--- config.mk ---
export PLATFORM = sky130hd
export DESIGN_NAME = silence_region_detector_top
export DESIGN_NICKNAME = d
export VERILOG_FILES = /design/src/rtl/srd_pkg.sv /design/src/rtl/silence_region_detector_top.sv
export SDC_FILE = /design/constraint.sdc
export NUM_CORES = 1
export LEC_CHECK = 0
export CORE_ASPECT_RATIO = 0.6
export CORE_MARGIN = 3
export CORE_UTILIZATION = 45
export CTS_CLUSTER_SIZE = 28
export DETAILED_ROUTE_END_ITERATION = 12
export DONT_BUFFER_PORTS = 1
export PLACE_DENSITY_LB_ADDON = 0.15
export SYNTH_ARGS = -nofsm -noshare
export SYNTH_HDL_FRONTEND = slang
export SYNTH_SLANG_ARGS = --single-unit
export TNS_END_PERCENT = 50
--- constraint.sdc ---
create_clock -name clock -period 5.7 [get_ports clock]
set_input_delay 0.285 -clock clock [delete_from_list [all_inputs] [get_ports clock]]
set_output_delay 0.285 -clock clock [all_outputs]
set_load 0.02 [all_outputs]
--- src/rtl/srd_pkg.sv ---
`default_nettype none

package srd_pkg;

   // field widths
   localparam int unsigned TimeWidth   = 32;
   localparam int unsigned StampWidth  = 31;
   localparam int unsigned SpanWidth   = 20;
   localparam int unsigned LimitWidth  = 8;
   localparam int unsigned ShotWidth   = 9;
   localparam int unsigned FoundWidth  = 13;
   localparam int unsigned StatusWidth = 2;
   localparam int unsigned CsrAddrWidth = 2;

   // packed stream widths
   localparam int unsigned ReqDataWidth = 32;
   localparam int unsigned RspDataWidth = 112;
   localparam int unsigned RspUserWidth = 3;

   // run thresholds
   localparam logic [StampWidth-1:0] MinRunFrames = 31'd10;
   localparam logic [FoundWidth-1:0] MaxRegions   = 13'd4096;

   // reset values of the control registers
   localparam logic [SpanWidth-1:0]  MinSpanReset  = 20'd0;
   localparam logic [LimitWidth-1:0] ShotLimitReset = 8'd25;

   // register indexes
   typedef enum logic [CsrAddrWidth-1:0] {
      REG_MIN_SPAN_CS     = 2'd0,
      REG_SHOT_LIMIT      = 2'd1,
      REG_LENGTH_AS_SPAN  = 2'd2,
      REG_START_IN_WARMUP = 2'd3
   } csr_index_type;

   // result status codes
   typedef enum logic [StatusWidth-1:0] {
      STATUS_CONTINUE = 2'd0,
      STATUS_STOP     = 2'd1,
      STATUS_FLUSHED  = 2'd2
   } status_type;

endpackage

`default_nettype wire

--- src/rtl/silence_region_detector_top.sv ---
`default_nettype none

// channel  | direction | handshake            | payload
// ---------+-----------+----------------------+--------------------------------------
// req      | in        | req_tvalid/tready    | tdata time_cs, tuser silent, tlast flush
// rsp      | out       | rsp_tvalid/tready    | tdata region fields + count, tuser status
// csr      | in        | csr_we, no wait      | csr_addr index, csr_wdata value
//
// the whole frame update is one pass of compare/subtract
// logic from the state registers into the result register, so a request
// accepted at one edge has its response valid right after it
// sustained rate is one request per cycle, set by the single result register:
// req_tready is high while that register is empty or being drained
// synchronous active-high reset loads the default control registers and the
// run tracker; a request with a negative time stamp answers stop and changes nothing

module silence_region_detector_top (
   input  wire                                clock,
   input  wire                                reset,
   // request stream
   input  wire                                req_tvalid,
   output logic                               req_tready,
   input  wire  [srd_pkg::ReqDataWidth-1:0]   req_tdata,  // [31:0] time_cs (signed)
   input  wire                                req_tuser,  // [0] silent
   input  wire                                req_tlast,  // flush_req
   // response stream
   output logic                               rsp_tvalid,
   input  wire                                rsp_tready,
   // [30:0] region_begin_cs, [61:31] region_end_cs, [92:62] region_length,
   // [105:93] regions_found, [111:106] zero
   output logic [srd_pkg::RspDataWidth-1:0]   rsp_tdata,
   // [1:0] status, [2] region_valid
   output logic [srd_pkg::RspUserWidth-1:0]   rsp_tuser,
   // control register writes
   input  wire                                csr_we,
   input  wire  [srd_pkg::CsrAddrWidth-1:0]   csr_addr,
   input  wire  [srd_pkg::SpanWidth-1:0]      csr_wdata
);

   // control registers
   logic [srd_pkg::SpanWidth-1:0]  min_span_ff,  min_span_in;
   logic [srd_pkg::LimitWidth-1:0] shot_limit_ff, shot_limit_in;
   logic                           len_span_ff,  len_span_in;
   logic                           warm_start_ff, warm_start_in;

   // run tracker state
   logic [srd_pkg::StampWidth-1:0] run_length_ff, run_length_in;
   logic [srd_pkg::ShotWidth-1:0]  shot_ff,       shot_in;
   logic [srd_pkg::StampWidth-1:0] run_begin_ff,  run_begin_in;
   logic [srd_pkg::StampWidth-1:0] run_end_ff,    run_end_in;
   logic [srd_pkg::FoundWidth-1:0] found_ff,      found_in;
   logic                           flushing_ff,   flushing_in;
   logic                           warming_ff,    warming_in;

   // result register
   logic                           rsp_valid_ff, rsp_valid_in;
   logic [srd_pkg::RspDataWidth-1:0] rsp_data_ff, rsp_data_in;
   logic [srd_pkg::RspUserWidth-1:0] rsp_user_ff, rsp_user_in;

   logic                           req_accept;
   logic [srd_pkg::StampWidth-1:0] stamp;
   logic                           negative;
   logic                           flush_now;
   logic [srd_pkg::TimeWidth-1:0]  span;
   logic                           span_ok;
   logic [srd_pkg::StampWidth-1:0] region_len;
   logic [srd_pkg::ShotWidth-1:0]  shot_mid;
   logic [srd_pkg::FoundWidth-1:0] found_mid;
   logic                           emit;
   srd_pkg::status_type            status;

   // a new request goes in whenever the result register is free or drains now
   assign req_tready = !rsp_valid_ff || rsp_tready;
   assign req_accept = req_tvalid && req_tready;

   assign stamp     = req_tdata[srd_pkg::StampWidth-1:0];
   assign negative  = req_tdata[srd_pkg::TimeWidth-1];
   assign flush_now = flushing_ff || req_tlast;

   // span of the open run, may go negative when time runs backwards
   assign span    = {1'b0, run_end_ff} - {1'b0, run_begin_ff};
   assign span_ok = !span[srd_pkg::TimeWidth-1]
                    && (span[srd_pkg::StampWidth-1:0]
                        >= {{(srd_pkg::StampWidth-srd_pkg::SpanWidth){1'b0}}, min_span_ff});
   assign region_len = len_span_ff ? span[srd_pkg::StampWidth-1:0] : run_length_ff;

   // frame update
   always_comb begin
      run_length_in = run_length_ff;
      shot_in       = shot_ff;
      run_begin_in  = run_begin_ff;
      run_end_in    = run_end_ff;
      found_in      = found_ff;
      flushing_in   = flushing_ff;
      warming_in    = warming_ff;
      shot_mid      = shot_ff;
      found_mid     = found_ff;
      emit          = 1'b0;
      status        = srd_pkg::STATUS_CONTINUE;

      if (negative) begin
         status = srd_pkg::STATUS_STOP;
      end else begin
         flushing_in = flush_now;
         if (!flush_now && req_tuser) begin
            // silent frame extends the run
            if (run_length_ff == '0) begin
               run_begin_in = stamp;
            end
            if (!warming_ff && (run_length_ff != '1)) begin
               run_length_in = run_length_ff + 1'b1;
            end
            if (shot_ff < {1'b0, shot_limit_ff}) begin
               shot_in = shot_ff + 2'd2;
            end
            run_end_in = stamp;
         end else begin
            if (run_length_ff > srd_pkg::MinRunFrames) begin
               // long enough run closes when the counter reaches zero or on flush
               if (flush_now || (shot_ff == '0)) begin
                  if (span_ok && (found_ff < srd_pkg::MaxRegions)) begin
                     emit      = 1'b1;
                     found_mid = found_ff + 1'b1;
                  end
                  run_length_in = '0;
                  shot_mid      = {1'b0, shot_limit_ff};
               end
            end else begin
               run_length_in = '0;
            end
            found_in = found_mid;
            if (flush_now) begin
               shot_in = shot_mid;
               status  = srd_pkg::STATUS_FLUSHED;
            end else begin
               if (warming_ff && (shot_mid == '0)) begin
                  warming_in = 1'b0;
               end
               shot_in = (shot_mid != '0) ? shot_mid - 1'b1 : shot_mid;
               status  = (found_mid >= srd_pkg::MaxRegions) ? srd_pkg::STATUS_STOP
                                                            : srd_pkg::STATUS_CONTINUE;
            end
         end
      end
   end

   // result packing, region fields zero when nothing is emitted
   always_comb begin
      rsp_data_in = '0;
      rsp_data_in[30:0]    = emit ? run_begin_ff : '0;
      rsp_data_in[61:31]   = emit ? run_end_ff : '0;
      rsp_data_in[92:62]   = emit ? region_len : '0;
      rsp_data_in[105:93]  = found_in;
      rsp_user_in          = {emit, status};
      rsp_valid_in         = rsp_valid_ff;
      if (req_accept) begin
         rsp_valid_in = 1'b1;
      end else if (rsp_tready) begin
         rsp_valid_in = 1'b0;
      end
   end

   // control register writes, also reload the counter and warm-up flag
   always_comb begin
      min_span_in   = min_span_ff;
      shot_limit_in = shot_limit_ff;
      len_span_in   = len_span_ff;
      warm_start_in = warm_start_ff;
      if (csr_we) begin
         unique case (srd_pkg::csr_index_type'(csr_addr))
            srd_pkg::REG_MIN_SPAN_CS:     min_span_in   = csr_wdata;
            srd_pkg::REG_SHOT_LIMIT:      shot_limit_in = csr_wdata[srd_pkg::LimitWidth-1:0];
            srd_pkg::REG_LENGTH_AS_SPAN:  len_span_in   = csr_wdata[0];
            srd_pkg::REG_START_IN_WARMUP: warm_start_in = csr_wdata[0];
            default: ;
         endcase
      end
   end

   always_ff @(posedge clock) begin
      if (reset) begin
         min_span_ff   <= srd_pkg::MinSpanReset;
         shot_limit_ff <= srd_pkg::ShotLimitReset;
         len_span_ff   <= 1'b0;
         warm_start_ff <= 1'b1;
         run_length_ff <= '0;
         shot_ff       <= {1'b0, srd_pkg::ShotLimitReset};
         run_begin_ff  <= '0;
         run_end_ff    <= '0;
         found_ff      <= '0;
         flushing_ff   <= 1'b0;
         warming_ff    <= 1'b1;
         rsp_valid_ff  <= 1'b0;
      end else begin
         min_span_ff   <= min_span_in;
         shot_limit_ff <= shot_limit_in;
         len_span_ff   <= len_span_in;
         warm_start_ff <= warm_start_in;
         rsp_valid_ff  <= rsp_valid_in;
         if (req_accept) begin
            run_length_ff <= run_length_in;
            shot_ff       <= shot_in;
            run_begin_ff  <= run_begin_in;
            run_end_ff    <= run_end_in;
            found_ff      <= found_in;
            flushing_ff   <= flushing_in;
            warming_ff    <= warming_in;
         end
         // register writes must come only while idle; the block does not enforce it
         if (csr_we && (srd_pkg::csr_index_type'(csr_addr) == srd_pkg::REG_SHOT_LIMIT)) begin
            shot_ff <= {1'b0, shot_limit_in};
         end
         if (csr_we
             && (srd_pkg::csr_index_type'(csr_addr) == srd_pkg::REG_START_IN_WARMUP)) begin
            warming_ff <= warm_start_in;
         end
      end
   end

   // result payload, no reset needed
   always_ff @(posedge clock) begin
      if (req_accept) begin
         rsp_data_ff <= rsp_data_in;
         rsp_user_ff <= rsp_user_in;
      end
   end

   assign rsp_tvalid = rsp_valid_ff;
   assign rsp_tdata  = rsp_data_ff;
   assign rsp_tuser  = rsp_user_ff;

endmodule

`default_nettype wire

* After elaboration in Yosys (flattened, before gate mapping)
Index checks and enable logic that the tools add are counted.
Widths: inputs -> output; s select.
** Word-level totals
- Bits in registers :: 257
- Bits of input ports :: 61
- Output and inout bits :: 117
- Logic and storage cells :: 119
** Operators by class
- $add $sub $neg :: 5
- $lt $le $gt $ge :: 5
- Equal/unequal tests :: 12
- Muxes and demuxes :: 43
- Bitwise logic cells :: 1
- Reduce and logical (&&, ||, !) cells :: 35
** Operators by type and width (number)
- $mux 31 :: 5
- $mux 13 :: 7
- $mux 9 :: 8
- $mux 8 :: 5
- $sub 31x31->32 :: 1
- $add 31x1->31 const B :: 1
- $ge 31x20->1 :: 1
- $gt 31x4->1 const B :: 1
- $logic_not 31->1 :: 1
- $ne 31x31->1 const B :: 1
- $logic_not 9->1 :: 2
- $mux 1 :: 17
- $add 13x1->13 const B :: 1
- $ge 13x13->1 const B :: 1
- $lt 13x13->1 const B :: 1
- $ne 2x1->1 const B :: 6
- $add 9x2->9 const B :: 1
- $lt 9x8->1 :: 1
- $reduce_and 3->1 :: 3
- $reduce_bool 9->1 :: 1
- $sub 9x1->9 const B :: 1
- $logic_and 1x1->1 :: 8
- $reduce_and 4->1 :: 2
- $reduce_bool 2->1 :: 4
- other kinds (12) :: 21

* Logic depth before layout (Yosys ltp)
- Word-level depth :: 14
- Gate-level depth with buffers :: 23
- Depth with buffers taken out :: 21

* Worst setup path before layout
OpenSTA, ideal clock, no wires.
- Path type :: register to register
- From :: register rsp_valid_ff (netlist: rsp_tvalid)
- To :: register run_begin_ff[0] (netlist name)
- Library setup time :: 0.128 ns
- Arrival :: 4.483 ns
- Data required time :: 5.572 ns
- Slack :: 1.089 ns
- Cell stages (with the launch flop) :: 12
- Path buffers :: 3
- Period minus slack after synthesis :: 4.611 ns
- Cells stage by stage :: dfxtp_1 -> nand2b_1 -> nand2_1 -> inv_1 -> nand2b_1 -> clkbuf_1 -> nor2_1 -> and4_1 -> clkbuf_1 -> buf_1 -> mux2i_1 -> nor2_1
** On the way
- Word-level cells in the longest chain between the ends :: 4
** RTL lines
- start, declared :: RTL line silence_region_detector_top.sv:56 : logic rsp_valid_ff, rsp_valid_in;
- start signal, assigned :: RTL line silence_region_detector_top.sv:199 : rsp_valid_ff <= rsp_valid_in;
- $logic_not 1->1 :: RTL line silence_region_detector_top.sv:73 : assign req_tready = !rsp_valid_ff || rsp_tready;
- $logic_or 1x1->1 :: RTL line silence_region_detector_top.sv:73
- net req_tready :: RTL line silence_region_detector_top.sv:22 : output logic req_tready,
- $logic_and 1x1->1 :: RTL line silence_region_detector_top.sv:74 : assign req_accept = req_tvalid && req_tready;
- net req_accept :: RTL line silence_region_detector_top.sv:60 : logic req_accept;
- $reduce_and 4->1 (no line)
- end signal, assigned :: RTL line silence_region_detector_top.sv:203 : run_begin_ff <= run_begin_in;
- end, declared :: RTL line silence_region_detector_top.sv:49 : logic [srd_pkg::StampWidth-1:0] run_begin_ff, run_begin_in;
The timed path passes the listed nets, and every way through them passes these cells.
A chain may end at the register's enable or synchronous reset.

* Final worst setup path
- From :: register run_end_ff[0] (netlist name)
- To :: register rsp_data_ff (netlist bit rsp_tdata[94]) (data pin)
** On the way
- Word-level cells in the longest chain between the ends :: 11
- Elaborated cells between the ends (all ways) :: 12
- Classes of those cells :: add/sub (1); order compare (1); mux (7); reduce/logical (3)
** RTL lines
- start, declared :: RTL line silence_region_detector_top.sv:50 : logic [srd_pkg::StampWidth-1:0] run_end_ff, run_end_in;
- start signal, assigned :: RTL line silence_region_detector_top.sv:204 : run_end_ff <= run_end_in;
- $sub 31x31->32 * :: RTL line silence_region_detector_top.sv:81 : assign span = {1'b0, run_end_ff} - {1'b0, run_begin_ff};
- $ge 31x20->1 or $logic_not 1->1 (tied branches) :: RTL line silence_region_detector_top.sv:84, silence_region_detector_top.sv:82
- $logic_and 1x1->1 * :: RTL line silence_region_detector_top.sv:83 : && (span[srd_pkg::StampWidth-1:0]
- $logic_and 1x1->1 * :: RTL line silence_region_detector_top.sv:121 : if (span_ok && (found_ff < srd_pkg::MaxRegions)) begin
- $mux 13 * :: RTL line silence_region_detector_top.sv:121
- $mux 13 * :: RTL line silence_region_detector_top.sv:120 : if (flush_now || (shot_ff == '0)) begin
- $mux 13 * :: RTL line silence_region_detector_top.sv:118 : if (run_length_ff > srd_pkg::MinRunFrames) begin
- $mux 13 * :: RTL line silence_region_detector_top.sv:105 : if (!flush_now && req_tuser) begin
- $mux 13 * :: RTL line silence_region_detector_top.sv:101 : if (negative) begin
- $mux 13 * :: RTL line silence_region_detector_top.sv:105
- $mux 13 * :: RTL line silence_region_detector_top.sv:101
- net found_in (one bit) :: RTL line silence_region_detector_top.sv:51 : logic [srd_pkg::FoundWidth-1:0] found_ff, found_in;
- end signal, assigned :: RTL line silence_region_detector_top.sv:223 : rsp_data_ff <= rsp_data_in;
- end, declared :: RTL line silence_region_detector_top.sv:57 : logic [srd_pkg::RspDataWidth-1:0] rsp_data_ff, rsp_data_in;
The timed path passes the listed nets; every way through them passes the cells marked *. The select of a mux whose other input is x is not followed.

==> impl_metrics.toml <==
[global_route]
antenna_found_initial = 0
grt_pass1_vias = 10000
grt-ovfl-total = 0
grt_pass1_wl_um = 61300
track_usage = 0.242
grt_max_degree = 119

[placed_design]
gp_congestion = 0.950
numPortBuffers = 0
hpwl_um = 28100
dp.cells = 1825

[drt]
drtIter0Drc = 1182
finalWirelength_um = 39800
drcViolationCount = 0
routedWlPerCell_um = 20.6
vias = 11000
ant_nets = 0
first_pass_iters = 5
via_per_inst = 5.68

[worst_hold_path]
min_path_type = "in2reg"

[flow_run]
cap_violations = 0

[die]
row_count = 48
fp.dieH_um = 140
start_util = 0.463
die-area_um2 = 32100
die_x_um = 229
placeableCoreArea_um2 = 29100
io_pins = 178

[worst_setup_path]
path_cells = "inv_1 > ha_1 > fa_1 > nor2b_1 > o211a_1 > o21ai_2 > a21oi_1 > a21o_1 > a21o_1 > xor2_1 > ha_1 > and4_1 > a221oi_1 > a21oi_1 > a211oi_1 > o2111ai_1 > nor3_2 > or2_2 > inv_4 > mux2_4"
crit_path_end_kind = "flip-flop"
critPathRequiredTime_ns = 5.99
crit_slowest_cell = "fa_1"
crit_arrival_ns = 5.19
slowest_delay_ns = 0.41
path_max_fanout = 35
path_buf_inv = 2
crit_family = "compound AO/OA/AOI/OAI gates"
start_kind = "flip-flop"
critical_path_class = "reg2reg"

[synth]
synth_edf_count = 109
synth_cell_types = 73
postSynthAreaPerCell_um2 = 9.08
synth-xor-area-share = 0.0429
yosys_warnings = 0
seq_area_frac_synth = 0.462
async_flop_share = 0
synth_adder_area_share = 0.0619
syn_inst = 1483
muxShareOfSynthArea = 0.0486
synth-simple-area-share = 0.209
synth_top_family_by_area = "simple AND/OR/NAND/NOR gates"
synth_seq_cells = 256
synth_compound_area_frac = 0.126
syn_area_um2 = 13500
synth_ff_type = "dfxtp_1"

[cells_and_area]
drive_gt1_frac = 0.0567
synthToLayoutAreaGrowth_pct = 13.0
mostFrequentLayoutCell = "nor2_1"
final_cells = 1935
nets = 1642
nFillCells = 2693
antenna_cells = 0
final_cell_mix = "182 x nor2_1, 178 x nand2_1, 146 x dfxtp_1"

[cts]
cts_buffers = 26
cts_tree = "done"
cts_num_sinks = 256
cts-htree-levels = 1
clk_pin_slew_ns = 0.06
clockRootBuffer = "clkbuf_16"
insertion_delay_ns = 0.55
cts_max_path_buffers = 3

[sta]
tns_ns = 0
max_slew.worst_pin.slew_ns = 1.14
drv_slew = 0
period_share = 0.859
hold_viol = 0
period_minus_slack_ns = 4.89
skew_ns = 0.0109
fmax_ghz = 0.204
finalSetupViolations = 0
slew-limit-headroom = 0.237
rsz0062_at_grt = "false"

[pwr]
irDropWorstVdd_v = 0.000227
power_leakage_nw = 5.51
design_power_total_mw = 4.40
p_per_area_nw_per_um2 = 289

[status]
status = "finished clean"
-- cells in the mapped netlist, drive strengths merged, types with 5 or more instances --
library cell / count / area, µm²
nor2: 183 / 687
nor4: 14 / 87.6
clkbuf: 47 / 176
a211oi: 10 / 75.1
and3: 14 / 87.6
o21ai: 30 / 154
buf: 30 / 180
edfxtp: 109 / 3270
nor3: 44 / 230
o211ai: 6 / 45.0
and4: 8 / 70.1
or2: 7 / 43.8
inv: 81 / 307
or4: 11 / 86.3
or3: 7 / 43.8
nor2b: 16 / 100
a31oi: 9 / 56.3
mux2: 8 / 93.8
nand3: 30 / 150
mux2i: 56 / 561
o21a: 10 / 75.1
nand2: 178 / 668
o31ai: 11 / 82.6
xor2: 38 / 333
nand2b: 13 / 81.3
nand4: 25 / 156
a21oi: 128 / 644
ha: 65 / 813
and2: 39 / 244
o2111ai: 5 / 43.8
dfxtp: 147 / 2940
xnor2: 28 / 245
a21o: 24 / 180
-- cells by family after synthesis --
group	after synthesis
xor gates and xnor gates	66
adders and majority gates	66
buffers and inverters	159
AOI/OAI and AO/OA	272
muxes	64
and+or+nand+nor	599
other	1
DFF	256
-- layer usage --
layer | global-route usage | wire, µm
met4 | 0.0432 | 697
met2 | 0.329 | 15500
met3 | 0.0610 | 3610
met5 | 0 | 0
met1 | 0.386 | 20000
-- what timing repair did --
item | in CTS | in global routing
hold endpoints to repair | 119 | 0
hold buffers | 62 | 0
setup buffers | 0 | 0
gates resized for setup | 0 | 0
-- cell type report --
class                           count  area, µm²  share of cell area
Clock inverter                     15       97.6             0.00641
Timing Repair Buffer               76        743              0.0488
Clock buffer                       33        739              0.0486
Multi-Input combinational cell   1073       6610               0.434
Inverter                           82        313              0.0206
Tap cell                          400        500              0.0329
Sequential cell                   256       6220               0.409
-- power breakdown --
part	switching [mW]	internal, mW	leakage (nW)
clock network	0.770	0.928	0.407
logic	0.394	0.252	2.81
registers	0.0910	1.97	2.29
-- through the flow --
stage                     cell area, µm²   util  worst slack (ns)  hold WS [ns]
final                              15200  0.524             0.806        0.0228
after global routing               15200  0.524             0.421        0.0111
after CTS                          15200  0.524             0.843      0.000911
after detailed placement           13700  0.473             0.871         0.369
after global placement             13700  0.473              1.10         0.365
after floorplan                    13500      -              1.09         0.394
-- final timing paths --
check                                    start                      endpoint  slack (ns)  cells after the start
setup / recovery    run_end_ff[0]$_SDFFE_PP0P_       rsp_tdata[94]$_DFFE_PP_        0.81                     20
hold / removal                           reset      found_ff[2]$_SDFFE_PP0P_        0.02                      2
setup reg to reg    run_end_ff[0]$_SDFFE_PP0P_       rsp_tdata[94]$_DFFE_PP_        0.81                     20
hold reg to reg   min_span_ff[12]$_SDFFE_PP0P_  min_span_ff[12]$_SDFFE_PP0P_        0.46                      2
-- registers in the layout, summed over array words and instances, names as in the netlist --
register and count:
len_span_ff 1, found_ff 13, shot_ff 9, run_end_ff 31, rsp_tvalid 1, run_begin_ff 31
rsp_tuser 3, run_length_ff 31, shot_limit_ff 8, rsp_tdata 106, warming_ff 1, flushing_ff 1
min_span_ff 20
No activity file was read; power rests on OpenSTA's default activity.
